===== config.mk =====
export PLATFORM = sky130hd
export DESIGN_NAME = x86_16_mov_decoder
export DESIGN_NICKNAME = d
export VERILOG_FILES = /design/src/design/xmd_pkg.sv /design/src/design/xmd_front.sv /design/src/design/xmd_queue.sv /design/src/design/xmd_back.sv /design/src/design/x86_16_mov_decoder.sv
export VERILOG_INCLUDE_DIRS = /design/src /design/src/design
export SDC_FILE = /design/constraint.sdc
export NUM_CORES = 1
export LEC_CHECK = 0
export BUFFER_PORTS_ARGS = -buffer_cell sky130_fd_sc_hd__clkbuf_2
export CORE_MARGIN = 3
export CORE_UTILIZATION = 55
export DETAILED_ROUTE_END_ITERATION = 12
export PLACE_DENSITY = 0.71
export SLEW_MARGIN = 10
export SYNTH_ARGS = -nofsm -noshare
export SYNTH_HDL_FRONTEND = slang
export SYNTH_SLANG_ARGS = --single-unit

===== constraint.sdc =====
create_clock -name aclk -period 6.59 [get_ports aclk]
set_clock_uncertainty 0.2 [all_clocks]
set_input_delay 1.318 -clock aclk [delete_from_list [all_inputs] [get_ports aclk]]
set_output_delay 1.318 -clock aclk [all_outputs]
set_load 0.005 [all_outputs]

===== src/design/x86_16_mov_decoder_assert.svh =====
// Assertion macros shared by the MOV decoder modules.
`ifndef X86_16_MOV_DECODER_ASSERT_SVH
`define X86_16_MOV_DECODER_ASSERT_SVH

// Same-cycle implication, sampled on aclk, off during reset.
`define XMD_ASSERT_NOW(label, pre, post, msg) \
    label: assert property (@(posedge aclk) disable iff (!aresetn) (pre) |-> (post)) \
        else $error(msg);

// Next-cycle implication, sampled on aclk, off during reset.
`define XMD_ASSERT_NEXT(label, pre, post, msg) \
    label: assert property (@(posedge aclk) disable iff (!aresetn) (pre) |=> (post)) \
        else $error(msg);

`endif


===== src/design/xmd_pkg.sv =====
// Types, codes and constants of the 8086 MOV decoder.
`default_nettype none

package xmd_pkg;

    localparam int XMD_QUEUE_DEPTH = 2;

    // Opcode patterns of the two recognized MOV encodings.
    localparam logic [5:0] MOV_RM_OP  = 6'b100010;
    localparam logic [3:0] MOV_IMM_OP = 4'b1011;
    localparam logic [2:0] RM_DIRECT  = 3'b110;

    localparam logic [1:0] MOD_NO_DISP = 2'b00;
    localparam logic [1:0] MOD_DISP8   = 2'b01;
    localparam logic [1:0] MOD_DISP16  = 2'b10;
    localparam logic [1:0] MOD_REG     = 2'b11;

    // Result form codes.
    localparam logic [2:0] FORM_REG_REG = 3'd0;
    localparam logic [2:0] FORM_MEMORY  = 3'd1;
    localparam logic [2:0] FORM_IMM     = 3'd2;
    localparam logic [2:0] FORM_DIRECT  = 3'd3;
    localparam logic [2:0] FORM_UNKNOWN = 3'd4;

    typedef enum logic [2:0] {
        PH_OPCODE,
        PH_MODRM,
        PH_DISP_LO,
        PH_DISP_HI,
        PH_IMM_LO,
        PH_IMM_HI
    } phase_t;

    // Raw bytes of one completed instruction, as the front end saw them.
    typedef struct packed {
        logic [2:0] form;
        logic [7:0] opcode;
        logic [7:0] modrm;
        logic [7:0] lo;
        logic [7:0] hi;
    } token_t;

    // One formatted result record.
    typedef struct packed {
        logic [2:0]  form;
        logic        memory_is_destination;
        logic        wide;
        logic [3:0]  dest_register;
        logic [3:0]  src_register;
        logic [2:0]  address_form;
        logic [15:0] displacement;
        logic [15:0] immediate;
        logic [7:0]  bad_opcode;
    } record_t;

endpackage

`default_nettype wire


===== src/design/xmd_front.sv =====
// Front end: byte-by-byte instruction parser that emits raw instruction tokens.
`default_nettype none

`include "x86_16_mov_decoder_assert.svh"

module xmd_front
    import xmd_pkg::*;
(
    input  wire logic       aclk,
    input  wire logic       aresetn,
    input  wire logic       in_valid,
    output logic            in_ready,
    input  wire logic [7:0] in_byte,
    input  wire logic       queue_ready,
    output logic            tok_valid,
    output token_t          tok
);

    phase_t     phase_reg, phase_next;
    logic [7:0] opcode_reg, opcode_next;
    logic [7:0] modrm_reg, modrm_next;
    logic [7:0] low_reg, low_next;
    logic       xfer;
    logic       done;

    assign in_ready = queue_ready;
    assign xfer     = in_valid && in_ready;
    assign tok_valid = xfer && done;

    always_ff @(posedge aclk) begin
        if (!aresetn) begin
            phase_reg  <= PH_OPCODE;
            opcode_reg <= 8'h00;
            modrm_reg  <= 8'h00;
            low_reg    <= 8'h00;
        end else begin
            phase_reg  <= phase_next;
            opcode_reg <= opcode_next;
            modrm_reg  <= modrm_next;
            low_reg    <= low_next;
        end
    end

    always_comb begin
        phase_next  = phase_reg;
        opcode_next = opcode_reg;
        modrm_next  = modrm_reg;
        low_next    = low_reg;
        done        = 1'b0;
        tok.form    = FORM_UNKNOWN;
        tok.opcode  = opcode_reg;
        tok.modrm   = modrm_reg;
        tok.lo      = in_byte;
        tok.hi      = in_byte;
        case (phase_reg)
            PH_MODRM: begin
                modrm_next = in_byte;
                tok.modrm  = in_byte;
                if (in_byte[7:6] == MOD_REG) begin
                    done       = 1'b1;
                    tok.form   = FORM_REG_REG;
                    phase_next = PH_OPCODE;
                end else if (in_byte[7:6] == MOD_NO_DISP && in_byte[2:0] != RM_DIRECT) begin
                    done       = 1'b1;
                    tok.form   = FORM_MEMORY;
                    phase_next = PH_OPCODE;
                end else begin
                    phase_next = PH_DISP_LO;
                end
            end
            PH_DISP_LO: begin
                if (modrm_reg[7:6] == MOD_DISP8) begin
                    done       = 1'b1;
                    tok.form   = FORM_MEMORY;
                    phase_next = PH_OPCODE;
                end else begin
                    low_next   = in_byte;
                    phase_next = PH_DISP_HI;
                end
            end
            PH_DISP_HI: begin
                done       = 1'b1;
                tok.form   = (modrm_reg[7:6] == MOD_NO_DISP) ? FORM_DIRECT : FORM_MEMORY;
                tok.lo     = low_reg;
                phase_next = PH_OPCODE;
            end
            PH_IMM_LO: begin
                if (opcode_reg[3]) begin
                    low_next   = in_byte;
                    phase_next = PH_IMM_HI;
                end else begin
                    done       = 1'b1;
                    tok.form   = FORM_IMM;
                    phase_next = PH_OPCODE;
                end
            end
            PH_IMM_HI: begin
                done       = 1'b1;
                tok.form   = FORM_IMM;
                tok.lo     = low_reg;
                phase_next = PH_OPCODE;
            end
            default: begin
                if (in_byte[7:2] == MOV_RM_OP) begin
                    opcode_next = in_byte;
                    phase_next  = PH_MODRM;
                end else if (in_byte[7:4] == MOV_IMM_OP) begin
                    opcode_next = in_byte;
                    phase_next  = PH_IMM_LO;
                end else begin
                    done       = 1'b1;
                    tok.form   = FORM_UNKNOWN;
                    tok.opcode = in_byte;
                    phase_next = PH_OPCODE;
                end
            end
        endcase
        // hold all state when no byte transfers
        if (!xfer) begin
            phase_next  = phase_reg;
            opcode_next = opcode_reg;
            modrm_next  = modrm_reg;
            low_next    = low_reg;
        end
    end

    `XMD_ASSERT_NEXT(a_done_returns_to_opcode, tok_valid, phase_reg == PH_OPCODE,
        "front: phase did not return to opcode after a completed instruction")
    `XMD_ASSERT_NOW(a_disp_hi_mod, phase_reg == PH_DISP_HI,
        modrm_reg[7:6] == MOD_NO_DISP || modrm_reg[7:6] == MOD_DISP16,
        "front: high displacement byte expected with wrong mod")
    `XMD_ASSERT_NOW(a_imm_hi_wide, phase_reg == PH_IMM_HI, opcode_reg[3],
        "front: high immediate byte expected for a byte-wide move")
    `XMD_ASSERT_NOW(a_token_needs_space, tok_valid, queue_ready,
        "front: token pushed while the queue is full")

endmodule

`default_nettype wire


===== src/design/xmd_queue.sv =====
// Short token queue between the parser and the record formatter.
`default_nettype none

`include "x86_16_mov_decoder_assert.svh"

module xmd_queue
    import xmd_pkg::*;
#(
    parameter int QUEUE_DEPTH = XMD_QUEUE_DEPTH
) (
    input  wire logic   aclk,
    input  wire logic   aresetn,
    input  wire logic   push,
    input  wire token_t push_tok,
    output logic        push_ready,
    output logic        pop_valid,
    input  wire logic   pop,
    output token_t      pop_tok
);

    localparam int PW = $clog2(QUEUE_DEPTH);
    localparam int CW = $clog2(QUEUE_DEPTH + 1);

    token_t        slot_reg [QUEUE_DEPTH];
    logic [PW-1:0] wr_ptr_reg, wr_ptr_next;
    logic [PW-1:0] rd_ptr_reg, rd_ptr_next;
    logic [CW-1:0] count_reg, count_next;
    logic          do_push, do_pop;

    assign push_ready = (count_reg != CW'(QUEUE_DEPTH));
    assign pop_valid  = (count_reg != '0);
    assign pop_tok    = slot_reg[rd_ptr_reg];
    assign do_push    = push && push_ready;
    assign do_pop     = pop && pop_valid;

    always_comb begin
        wr_ptr_next = wr_ptr_reg;
        rd_ptr_next = rd_ptr_reg;
        count_next  = count_reg;
        if (do_push) begin
            wr_ptr_next = (wr_ptr_reg == PW'(QUEUE_DEPTH - 1)) ? '0 : wr_ptr_reg + 1'b1;
        end
        if (do_pop) begin
            rd_ptr_next = (rd_ptr_reg == PW'(QUEUE_DEPTH - 1)) ? '0 : rd_ptr_reg + 1'b1;
        end
        if (do_push && !do_pop) begin
            count_next = count_reg + 1'b1;
        end else if (do_pop && !do_push) begin
            count_next = count_reg - 1'b1;
        end
    end

    always_ff @(posedge aclk) begin
        if (!aresetn) begin
            wr_ptr_reg <= '0;
            rd_ptr_reg <= '0;
            count_reg  <= '0;
        end else begin
            wr_ptr_reg <= wr_ptr_next;
            rd_ptr_reg <= rd_ptr_next;
            count_reg  <= count_next;
        end
    end

    always_ff @(posedge aclk) begin
        if (do_push) begin
            slot_reg[wr_ptr_reg] <= push_tok;
        end
    end

    `XMD_ASSERT_NOW(a_count_bound, 1'b1, count_reg <= CW'(QUEUE_DEPTH),
        "queue: occupancy above depth")
    `XMD_ASSERT_NEXT(a_count_up, do_push && !do_pop, count_reg == $past(count_reg) + 1'b1,
        "queue: push alone did not raise occupancy")
    `XMD_ASSERT_NEXT(a_count_down, do_pop && !do_push, count_reg == $past(count_reg) - 1'b1,
        "queue: pop alone did not lower occupancy")
    `XMD_ASSERT_NOW(a_ptrs_match, count_reg == '0 || count_reg == CW'(QUEUE_DEPTH),
        wr_ptr_reg == rd_ptr_reg, "queue: pointers disagree with empty or full occupancy")

endmodule

`default_nettype wire


===== src/design/xmd_back.sv =====
// Back end: formats queued tokens into result records behind an output register.
`default_nettype none

module xmd_back
    import xmd_pkg::*;
(
    input  wire logic   aclk,
    input  wire logic   aresetn,
    input  wire logic   tok_valid,
    output logic        tok_pop,
    input  wire token_t tok,
    output logic        out_valid,
    input  wire logic   out_ready,
    output record_t     out_rec
);

    logic       valid_reg, valid_next;
    record_t    rec_reg, rec_next;
    logic       d, w;
    logic [2:0] reg_f, rm_f;
    logic [3:0] regcode;
    logic [15:0] disp_word;

    assign out_valid = valid_reg;
    assign out_rec   = rec_reg;
    assign tok_pop   = tok_valid && (!valid_reg || out_ready);

    assign d         = tok.opcode[1];
    assign w         = tok.opcode[0];
    assign reg_f     = tok.modrm[5:3];
    assign rm_f      = tok.modrm[2:0];
    assign regcode   = {w, reg_f};
    assign disp_word = {tok.hi, tok.lo};

    always_comb begin
        rec_next = '0;
        rec_next.form = tok.form;
        case (tok.form)
            FORM_REG_REG: begin
                rec_next.wide          = w;
                rec_next.dest_register = {w, d ? reg_f : rm_f};
                rec_next.src_register  = {w, d ? rm_f : reg_f};
            end
            FORM_MEMORY, FORM_DIRECT: begin
                rec_next.wide                  = w;
                rec_next.memory_is_destination = !d;
                rec_next.dest_register         = d ? regcode : 4'h0;
                rec_next.src_register          = d ? 4'h0 : regcode;
                if (tok.form == FORM_DIRECT) begin
                    rec_next.displacement = disp_word;
                end else begin
                    rec_next.address_form = rm_f;
                    case (tok.modrm[7:6])
                        MOD_NO_DISP: rec_next.displacement = 16'h0000;
                        MOD_DISP8:   rec_next.displacement = {{8{tok.lo[7]}}, tok.lo};
                        default:     rec_next.displacement = disp_word;
                    endcase
                end
            end
            FORM_IMM: begin
                rec_next.wide          = tok.opcode[3];
                rec_next.dest_register = tok.opcode[3:0];
                rec_next.immediate     = tok.opcode[3] ? disp_word : {8'h00, tok.lo};
            end
            default: begin
                rec_next.bad_opcode = tok.opcode;
            end
        endcase
    end

    always_comb begin
        valid_next = valid_reg;
        if (tok_pop) begin
            valid_next = 1'b1;
        end else if (out_ready) begin
            valid_next = 1'b0;
        end
    end

    always_ff @(posedge aclk) begin
        if (!aresetn) begin
            valid_reg <= 1'b0;
        end else begin
            valid_reg <= valid_next;
        end
    end

    // advance the record register only on a pop
    always_ff @(posedge aclk) begin
        if (tok_pop) begin
            rec_reg <= rec_next;
        end
    end

endmodule

`default_nettype wire


===== src/design/x86_16_mov_decoder.sv =====
// Top level of the 8086 MOV decoder: parser, token queue and record formatter.
//
// Input channel s_*: one code byte per transfer (s_valid, s_ready, s_code_byte).
// Output channel m_*: one decoded record per transfer (m_valid, m_ready, fields).
// Recognized are MOV r/m to/from register (100010dw, mod-reg-r/m, optional
// displacement) and MOV immediate to register (1011wreg, one or two data bytes).
// Any other opcode byte yields a record of form unknown for that byte alone.
// Throughput: one code byte per cycle, sustained, while m_ready stays high;
// the parser updates its phase and captures one byte field per byte.
// After the transfer of its last byte, the record of an instruction passes
// through the token queue and then the output register before it is valid
// on m_*.
// When m_ready is low, up to QUEUE_DEPTH completed instructions wait in the
// queue and one in the output register; s_ready drops only when the queue is
// full. Bytes that complete no instruction still need a free queue slot.
// Reset (aresetn low, synchronous) empties the queue and output register and
// returns the parser to expecting an opcode byte.
`default_nettype none

module x86_16_mov_decoder
    import xmd_pkg::*;
#(
    parameter int QUEUE_DEPTH = XMD_QUEUE_DEPTH
) (
    input  wire logic              aclk,
    input  wire logic              aresetn,
    input  wire logic              s_valid,
    output logic                   s_ready,
    input  wire logic [7:0]        s_code_byte,
    output logic                   m_valid,
    input  wire logic              m_ready,
    output logic [2:0]             m_form,
    output logic                   m_memory_is_destination,
    output logic                   m_wide,
    output logic [3:0]             m_dest_register,
    output logic [3:0]             m_src_register,
    output logic [2:0]             m_address_form,
    output logic signed [15:0]     m_displacement,
    output logic [15:0]            m_immediate,
    output logic [7:0]             m_bad_opcode
);

    logic    push, push_ready, pop_valid, pop;
    token_t  push_tok, pop_tok;
    record_t rec;

    xmd_front u_front (
        .aclk        (aclk),
        .aresetn     (aresetn),
        .in_valid    (s_valid),
        .in_ready    (s_ready),
        .in_byte     (s_code_byte),
        .queue_ready (push_ready),
        .tok_valid   (push),
        .tok         (push_tok)
    );

    xmd_queue #(
        .QUEUE_DEPTH (QUEUE_DEPTH)
    ) u_queue (
        .aclk       (aclk),
        .aresetn    (aresetn),
        .push       (push),
        .push_tok   (push_tok),
        .push_ready (push_ready),
        .pop_valid  (pop_valid),
        .pop        (pop),
        .pop_tok    (pop_tok)
    );

    xmd_back u_back (
        .aclk      (aclk),
        .aresetn   (aresetn),
        .tok_valid (pop_valid),
        .tok_pop   (pop),
        .tok       (pop_tok),
        .out_valid (m_valid),
        .out_ready (m_ready),
        .out_rec   (rec)
    );

    assign m_form                  = rec.form;
    assign m_memory_is_destination = rec.memory_is_destination;
    assign m_wide                  = rec.wide;
    assign m_dest_register         = rec.dest_register;
    assign m_src_register          = rec.src_register;
    assign m_address_form          = rec.address_form;
    assign m_displacement          = $signed(rec.displacement);
    assign m_immediate             = rec.immediate;
    assign m_bad_opcode            = rec.bad_opcode;

endmodule

`default_nettype wire

; ---- Word-level counts from Yosys, hierarchy flattened
; Memory sizes are Yosys's and may differ from the RTL's. A register that Yosys moved wholly into a read port is not among the register bits.
; Index checks and enable logic that the tools add are counted.
[classes]
bitwise_logic = 2
add_sub_neg = 4
n_mux = 48
n_reduce_logical = 30
eq_ne = 17
[ops]
columns = operator, count
row1 = 8-bit two-way mux, 8
row2 = 16-bit case mux with 2 select lines, 1
row3 = 3-bit two-way mux, 9
row4 = 16-bit two-way mux, 1
row5 = 8-bit case mux with 2 select lines, 1
row6 = 3-bit case mux with 5 select lines, 1
row7 = 5-bit case mux with 3 select lines, 1
row8 = 1-bit two-way mux, 14
row9 = 3-bit by 2-bit == test with 1-bit output (second input constant), 4
row10 = 2-bit two-way mux, 6
row11 = 3-bit case mux with 4 select lines, 1
row12 = 11-bit two-way mux, 1
row13 = 2-bit nonzero test, 5
row14 = 1-bit logical AND, 8
row15 = 4-bit two-way mux, 2
row16 = 4-bit case mux with 2 select lines, 1
row17 = 3-bit by 1-bit == test with 1-bit output (second input constant), 2
row18 = 3-bit == test (second input constant), 2
row19 = 6-bit == test (second input constant), 1
row20 = 2-bit logical NOT, 3
row21 = 2-bit OR reduction, 3
row22 = 5-bit OR reduction, 1
row23 = 2-bit by 1-bit == test with 1-bit output (second input constant), 2
row24 = 4-bit == test (second input constant), 1
row25 = other kinds (16), 22
[totals]
wordCells = 120
out_inout_bits = 58
ff_bits = 88
inputBits = 12
ramBits = 70
n_memories = 1
[memory_table]
columns = memory, words, width, rd, rd_ports_with_merged_regs, write_ports, line_no
row1 = u_queue.slot_reg, 2, 35, 1, 1, 1, xmd_queue.sv:24  ; token_t slot_reg [QUEUE_DEPTH];

; ---- Logic depth before layout (Yosys ltp)
; Gate-level depths: netlist (run 1).
[depth]
depth_word = 11
mapped_depth = 9
ltp_nobuf = 8

; ---- By module
; A second synthesis (run 1) with hierarchy kept.
[hier_totals]
hier_cells = 469
area_unflattened_um2 = 6711.4
[by_module_without_submodules]
columns = module, seq_area_each_um2, cells_per_inst, area_per_inst_um2, n_inst
row1 = xmd_queue, 2202.1, 133, 2766.4, 1
row2 = xmd_back, 1701.6, 154, 2306.0, 1
row3 = xmd_front, 540.5, 182, 1639.1, 1

; ---- Least setup slack after synthesis (run 1)
; OpenSTA, ideal clock, no wires.
[synth_path]
path_kind = input-to-reg
start = input port m_ready
end = register u_queue.count_reg[1]
n_path_buf = 0
setup_time_ns = 0.071
arrival_time_ns = 4.823
slack_ns = 1.496
cell_stages = 6
cell_sequence = nor2b_1 -> nor2_1 -> inv_1 -> ha_1 -> or3_1 -> a21oi_1
[synth_between]
elab_chain_cells = 6
word_cells_on_any_way = 8
classes_between = 1 x mux / 7 x reduce/logical
[synth_lines]
columns = item, line_no
row1 = start: declaration, x86_16_mov_decoder.sv:31  ; input wire logic m_ready,
row2 = 1-bit logical OR *, xmd_back.sv:26  ; assign tok_pop = tok_valid && (!valid_reg || out_ready);
row3 = 1-bit logical AND *, xmd_back.sv:26
row4 = via pop, x86_16_mov_decoder.sv:43  ; logic push, push_ready, pop_valid, pop;
row5 = 1-bit logical AND *, xmd_queue.sv:34  ; assign do_pop = pop && pop_valid;
row6 = 1-bit logical NOT, xmd_queue.sv:46  ; if (do_push && !do_pop) begin
row7 = 1-bit logical AND, xmd_queue.sv:46
row8 = 2-bit two-way mux / 2-bit nonzero test (equally long branches), --
row9 = end signal: assignment, xmd_queue.sv:61  ; count_reg <= count_next;
row10 = end: declaration, xmd_queue.sv:27  ; logic [CW-1:0] count_reg, count_next;
; Mark *: on every way through the listed nets, which the timed path passes. The rest lies on a longest branch.
; A chain may end at the register's enable or synchronous reset.

==> metrics.cfg, run 1 <==
[power_and_ir_drop]
power.density_nw_per_um2=434
pwr-share-clk_pct=29.8
irDropWorstVdd_mv=0.354
p_switching_uw=919
seqPwrFrac_pct=47.1
internal_power_mw=2.31
swShare_pct=28.5
combPwrFrac_pct=23.1
p_leak_nw=2.79

[cts]
clk_path_buf_depth=2
clkLatencyLatePin_ns=0.42
numClockSinks=159
cts_tree=yes
cts_repair_resize_count=0
clkTransAtPathRegs_ns=0.06
cts_buffers=17
cts_setup_buffers=0
htree_levels=4
clock-root-buffer=clkbuf_16
hold_buffers=0

[sta]
tightestPinTransition_ns=1.02
finalHoldViolCount=0
finalSetupViolations=0
slew_headroom_pct=32.1
drv_slew=0
layout_min_cycle_time_ns=3.26
max_freq_mhz=307
fin_crit_sh_pct=49.4
finalSetupTns_ns=0
rsz0062_at_grt=no

[drt]
vias=3893
wl_per_cell_um=18.6
vias_per_cell=5.66
wl_um=12800
drt_iter0_drc=294
drc=0
first_pass_iters=5
ant_nets=0

[floorplanning]
die_area_um2=13000
core-area_um2=11100
fp.dieW_um=114
fp.dieH_um=114
std_cell_rows=38
boundaryPins=70
start_util_pct=57.6

[layout]
antenna_cells=0
final_area_um2=7440
fillers=822
synthToLayoutAreaGrowth_pct=16.2
fin_nets=548
layout-drive-gt1-share_pct=25.0
largest_register_ffs=70
final_util_pct=66.9

[run_status]
status=finished clean

[flow_run]
maxCapViolCount=0

[logic_synthesis]
synth_area_leaders=edfxtp_1 (59%), dfxtp_1 (10%), mux2i_1 (7.3%)
ys_async_sr_fraction_pct=0
ys_types=50
syn_area_um2=6410
netlist_instances=463
netlist.area_leader.share_pct=59.1
avgSynthCellArea_um2=13.8
synth-seq-cells=159
synth_top_area_cell=edfxtp_1
yosys_warnings=0
synth_ff_type=edfxtp_1
synth_edf_count=126
ys_seq_area_share_pct=69.4
syn_nets=476

[global_routing]
grt_max_degree=59
grt_pass1_wl_um=20400
antenna_found_initial=0
grt_pass1_vias=3870
overflow=0
grt_use_total_pct=20.9

[critical_path]
critPathArrivalTime_ns=3.20
startpoint_type=register
crit_type=reg -> reg
critical_path_required_ns=6.54
cp-end-kind=register
cp_max_fo=41

[placed_design]
place_congestion=0.918
portBuffers=69
dpl.hpwl_um=8350
placed_area_um2=6860

[hold_path]
holdCritPathClass=reg -> reg

[stage by stage]
step / hold slack (ns) / worst slack [ns] / instances / power, mW
floorplan: 0.226 / 1.50 / 463 / 1.99
global placement: 0.237 / 3.12 / 656 / 2.27
detailed placement: 0.250 / 3.09 / 656 / 2.29
CTS: 0.258 / 3.29 / 688 / 3.26
global route: 0.287 / 3.11 / 688 / 3.39
finish: 0.270 / 3.33 / 688 / 3.23
[power by group through the flow]
| stage | registers (mW) | clock network [mW] | logic [mW] |
|---|---|---|---|
| after floorplan | 1.56 | 0 | 0.427 |
| after global placement | 1.53 | 0 | 0.738 |
| after detailed placement | 1.54 | 0 | 0.750 |
| after CTS | 1.52 | 0.977 | 0.756 |
| after global routing | 1.55 | 1.02 | 0.822 |
| final | 1.52 | 0.962 | 0.745 |
[worst paths after layout]
check | from | end | slack [ns] | depth (start not counted)
setup reg to reg | register | u_back.out_rec[51] | 3.33 | 6
hold reg to reg | u_front.opcode_reg[7] | u_front.opcode_reg[7] | 0.27 | 2
setup / recovery | register | u_back.out_rec[51] | 3.33 | 6
hold / removal | u_front.opcode_reg[7] | u_front.opcode_reg[7] | 0.27 | 2
[logic make-up (layout without fill, tap and decap cells)]
family | after synthesis | count (layout) | share of synthesized area (%)
flip-flops | 159 | 159 | 69.4
AND/OR/NAND/NOR | 141 | 141 | 10.6
multiplexers | 70 | 70 | 11.4
AO/OA/AOI/OAI | 56 | 56 | 5.55
buffers and inverters | 32 | 117 | 2.40
XOR/XNOR | 4 | 4 | 0.547
adder cells (fa/ha/maj) | 1 | 1 | 0.195
[critical path, stage by stage (launching register included)]
cell     delay (ns)
dfxtp_2        0.31
buf_4          0.49
mux2i_1        0.58
inv_1          0.30
nand3_1        0.50
or2_1          0.40
o21ai_0        0.16
[cell usage in the layout (no fill, tap or decap), drive strengths merged, types with 2 or more instances in the layout]
cell,n
o221ai,3
nor4,2
edfxtp,126
or2,2
buf,5
o22ai,5
dfxtp,33
clkinvlp,5
and3,3
mux2,23
bufinv,3
and2b,2
a22oi,2
nor2,80
nand2,17
mux2i,47
clkbuf,89
inv,11
clkinv,4
o22a,3
o21ai,14
a21oi,19
xor2,3
nor3,16
a21o,3
nand3,4
nand2b,4
and2,2
nor2b,5
[final cells by class]
type / count / area, um^2 / share of cell area [%]
Tap cell: 140 / 175 / 2.35
Inverter: 11 / 41.3 / 0.555
Clock buffer: 20 / 437 / 5.87
Sequential cell: 159 / 4450 / 59.7
Multi-Input combinational cell: 272 / 1820 / 24.4
Clock inverter: 12 / 144 / 1.93
Timing Repair Buffer: 74 / 383 / 5.14
[metal layers]
layer	track usage (%)	share of wire (%)
met2	33.1	48
met5	0	0
met3	5.46	7.4
met1	28.2	43
met4	7.68	1.0
[cells in the mapped netlist, drive strengths merged (4+ instances only)]
cell	n
a21oi	19
buf	13
clkbuf	8
dfxtp	33
edfxtp	126
inv	11
mux2	23
mux2i	47
nand2	17
nand2b	4
nand3	4
nor2	80
nor2b	5
nor3	16
o21ai	14
o22ai	5
Note: power is estimated with default switching activity, not from simulation.
==> run 2, diff against run 1 <==
- clock period: 6.59 -> 3 ns (I/O delays scaled with it)
==> run 2 against run 1 <==
Clock-buffer cell count grew 2. Clock power grew 130%. Utilization grew 1.6 points. Sequential power grew 120%. First-iteration DRC count grew 5.8%. Combinational power grew 120%. Hold slack lost 0.012 ns. Wire length grew 0.38%. Non-clock buffer count grew 11. Global-route usage grew 0.18 points. Flip-flop and latch count is the same.
==> metrics.cfg, run 2 (same netlist as run 1, synthesis figures left out) <==
[hold_path]
holdCritPathClass=reg -> reg

[drt]
first_pass_iters=5
vias_per_cell=5.67
vias=3960
drt_iter0_drc=311
ant_nets=0
wl_um=12900
wl_per_cell_um=18.4
drc=0

[layout]
fillers=797
fin_nets=559
synthToLayoutAreaGrowth_pct=18.9
layout-drive-gt1-share_pct=27.5
layout_commonest_cell=edfxtp_1
final_area_um2=7620
final_cell_mix=edfxtp_1 (126), nor2_1 (78), clkbuf_2 (69)
largest_register_ffs=70
antenna_cells=0

[critical_path]
cp_max_fo=12
reg2reg_depth=7
startpoint_type=register
setup.worst_path.end=u_queue.count_reg[1]
critical_path_required_ns=3.14
crit_type=reg -> reg
reg2reg_from=u_front.phase_reg[1]
critPathArrivalTime_ns=2.84
timing.rr.end=u_queue.count_reg[1]
rrSetupSlack_ns=0.30
crit_start=u_front.phase_reg[1]
cp-end-kind=register

[cts]
htree_levels=4
cts_buffers=17
clock-root-buffer=clkbuf_16
hold_buffers=0
numClockSinks=159
cts_tree=yes
cts_setup_buffers=0
clk_path_buf_depth=2
clkTransAtPathRegs_ns=0.06
cts_repair_resize_count=0
clkLatencyLatePin_ns=0.41

[global_routing]
overflow=0
grt_pass1_vias=3945
grt_max_degree=58
grt_pass1_wl_um=20500
grt_use_total_pct=21.1
antenna_found_initial=0

[floorplanning]
std_cell_rows=38
boundaryPins=70
start_util_pct=57.6
die_area_um2=13000
core-area_um2=11100
fp.dieW_um=114
fp.dieH_um=114

[power_and_ir_drop]
p_leak_nw=2.91
power.density_nw_per_um2=957
irDropWorstVdd_mv=0.693

[sta]
fin_crit_sh_pct=89.9
tightestPinTransition_ns=0.736
finalSetupViolations=0
finalHoldViolCount=0
max_freq_mhz=371
drv_slew=0
layout_min_cycle_time_ns=2.70
finalSetupTns_ns=0
slew_headroom_pct=50.9
rsz0062_at_grt=no

[placed_design]
place_congestion=0.896
placed_area_um2=6980
dpl.hpwl_um=8690
portBuffers=69

[run_status]
status=finished clean

[flow_run]
maxCapViolCount=0

[run 2: worst max-delay path, stage by stage, from the launching register on]
cell and delay [ns]:
dfxtp_1 0.58, and2b_4 0.26, a22oi_2 0.28, nor2_1 0.11, nor4_4 0.36, ha_1 0.33, or3_1 0.35, a21oi_1 0.15
[run 2: layout make-up]
type / instances / area [um^2] / share of cell area, %
clock buffers: 22 / 528 / 6.93
flip-flops and latches: 159 / 4450 / 58.3
clock inverters: 10 / 116 / 1.53
repair buffers: 85 / 490 / 6.44
multi-input cells: 272 / 1820 / 23.9
well taps: 140 / 175 / 2.30
inverters: 11 / 41.3 / 0.542
[run 2: power by group]
| group | internal [mW] | switching [mW] |
|---|---|---|
| clock network | 1.42 | 0.832 |
| logic | 0.667 | 1.01 |
| registers | 3.15 | 0.213 |
[run 2: worst min-delay path by stage]
stage / startpoint / endpoint / slack (ns) / cells after the start
5_1_grt: u_front.opcode_reg[7] / u_front.opcode_reg[7] / 0.27 / 2
4_1_cts: u_front.opcode_reg[7] / u_front.opcode_reg[7] / 0.25 / 2
3_5_place_dp: u_front.opcode_reg[7] / u_front.opcode_reg[7] / 0.24 / 2
2_1_floorplan: u_front.opcode_reg[7] / u_front.opcode_reg[7] / 0.23 / 2
3_3_place_gp: u_front.opcode_reg[7] / u_front.opcode_reg[7] / 0.24 / 2
6_report: u_front.opcode_reg[7] / u_front.opcode_reg[7] / 0.26 / 2
[run 2: layer usage]
metal | global-route usage [%] | up-vias | wire length, um
li1 | - | 1875 | -
met3 | 5.25 | 13 | 884
met2 | 33.7 | 148 | 6250
met5 | 0 | - | 0
met4 | 7.05 | 0 | 138
met1 | 28.6 | 1924 | 5580
[run 2: metrics by stage]
step / util (%) / hold slack (ns) / cells / power [mW] / setup WS (ns)
floorplan: - / 0.226 / 463 / 4.35 / 0.0275
global placement: 62.7 / 0.236 / 667 / 5.03 / 0.343
detailed placement: 62.7 / 0.242 / 667 / 5.10 / 0.296
CTS: 68.5 / 0.252 / 699 / 7.36 / 0.307
global route: 68.5 / 0.269 / 699 / 7.67 / 0.139
finish: 68.5 / 0.258 / 699 / 7.30 / 0.302
==> run 3, diff against run 2 <==
- CORE_UTILIZATION: 55 -> 50
- GPL_TIMING_DRIVEN: not set -> 0
- PLACE_DENSITY: 0.71 -> 0.66
==> run 3 against run 2 <==
Die area rose by 9.5%. Total power fell by 2.7%. Flip-flop and latch count unchanged. Final area is 0.18% lower. Worst setup slack got worse by 0.034 ns. Combinational power about the same. Sequential power decreased by 2%. Via count down 3.2%. Utilization shrank 6.5 points. Sequential share of layout area is 0.089 points higher. Maximum frequency down 1.3%. Clock power decreased by 8%. Critical endpoint is now u_queue.slot_reg[0][7]. Largest cell class unchanged. Largest power group unchanged. Highest routed layer unchanged.
==> metrics.cfg, run 3 (same netlist as run 1, synthesis figures left out) <==
[run_status]
status=finished clean

[layout]
register_area_um2=4440
finalNonFillerCells=735
layout-drive-gt1-share_pct=25.7
fin_nets=567
multi_input_area_um2=1840
antenna_cells=0
final_util_pct=62.0
final_cell_mix=edfxtp_1 (126), nor2_1 (78), clkbuf_2 (69)
fillers=928
synthToLayoutAreaGrowth_pct=18.7
largest_register_ffs=70
final_area_um2=7610
layout_commonest_cell=edfxtp_1

[power_and_ir_drop]
swShare_pct=27.7
p_leak_nw=2.88
p_switching_mw=1.97
internal_power_mw=5.13
seqPwrFrac_pct=46.7
pwr-share-clk_pct=29.4
power.density_nw_per_um2=933
irDropWorstVdd_mv=0.804
combPwrFrac_pct=23.9

[drt]
first_pass_iters=5
vias=3832
drt_iter0_drc=384
drc=0
ant_nets=0
wl_um=12300
wl_per_cell_um=16.8
vias_per_cell=5.21

[floorplanning]
boundaryPins=70
core-area_um2=12300
std_cell_rows=40
fp.dieW_um=119
fp.dieH_um=119
start_util_pct=52.3
die_area_um2=14200

[placed_design]
dp_slack_ns=-0.339
place_congestion=0.851
portBuffers=69
placed_area_um2=7020
dpl.hpwl_um=8370
placed_cells=702

[sta]
max_freq_mhz=366
finalSetupViolations=0
setup_ws_ns=0.268
slew_headroom_pct=45.4
tightestPinTransition_ns=0.818
layout_min_cycle_time_ns=2.73
rsz0062_at_grt=no
fin_crit_sh_pct=91.1
finalHoldViolCount=0
drv_slew=0

[cts]
cts_tree=yes
clk_path_buf_depth=2
clkTransAtPathRegs_ns=0.06
hold_buffers=0
cts_buffers=17
cts_setup_buffers=0
cts_repair_resize_count=1
htree_levels=4
clkLatencyLatePin_ns=0.42
numClockSinks=159
clock-root-buffer=clkbuf_16

[critical_path]
cp_max_fo=17
critPathArrivalTime_ns=2.58
cp-end-kind=register
crit_type=reg -> reg
startpoint_type=register
critical_path_required_ns=2.85

[flow_run]
maxCapViolCount=0

[global_routing]
antenna_found_initial=0
grt_pass1_vias=3642
grt_max_degree=35
grt_pass1_wl_um=19700
overflow=0
grt_use_total_pct=18.3

[hold_path]
holdCritPathClass=in -> reg

==> run 3: final timing paths <==
path	endpoint	start	cells past startpoint	slack [ns]
hold / removal	u_queue.slot_reg[1][7]	s_code_byte[7]	1	0.20
hold reg to reg	u_front.opcode_reg[7]	u_front.opcode_reg[7]	2	0.25
setup reg to reg	u_queue.slot_reg[0][7]	u_front.phase_reg[2]	6	0.27
setup / recovery	u_queue.slot_reg[0][7]	u_front.phase_reg[2]	6	0.27
==> run 3: metal layers <==
metal	wire length [um]	track usage, %	vias up
met3	677	4.80	21
met4	234	6.81	0
met1	5860	25.7	1798
met2	5570	27.4	131
li1	-	-	1882
met5	0	0	-
==> run 3: stage by stage <==
stage	power (mW)	hold WS [ns]	setup TNS (ns)
floorplan	4.35	0.226	0
global placement	4.99	0.233	-41.17
detailed placement	5.07	0.239	-11.74
CTS	7.17	0.184	0
global route	7.48	0.189	0
finish	7.10	0.196	0
==> run 3: area by class of cell <==
cell class                      count  area share (%)
Sequential cell                   159            58.4
Multi-Input combinational cell    273            24.2
Clock buffer                       22            5.97
Timing Repair Buffer               71            5.07
Tap cell                          168            2.76
Clock inverter                     10            1.58
Buffer                             21            1.48
Inverter                           11           0.543
==> run 3: power groups by stage <==
stage | combinational, mW | sequential, mW | clock (mW)
floorplan | 0.948 | 3.40 | 0
global placement | 1.64 | 3.35 | 0
detailed placement | 1.71 | 3.36 | 0
CTS | 1.73 | 3.32 | 2.12
global route | 1.89 | 3.37 | 2.22
finish | 1.70 | 3.31 | 2.09
==> run 3: critical path, cell delays in order, from the launching register on <==
cell and delay (ns):
dfxtp_1 0.32, buf_2 0.18, and2b_4 0.20, a22oi_2 0.30, nor2_1 0.12, nor4_4 0.44, nor2b_4 0.61
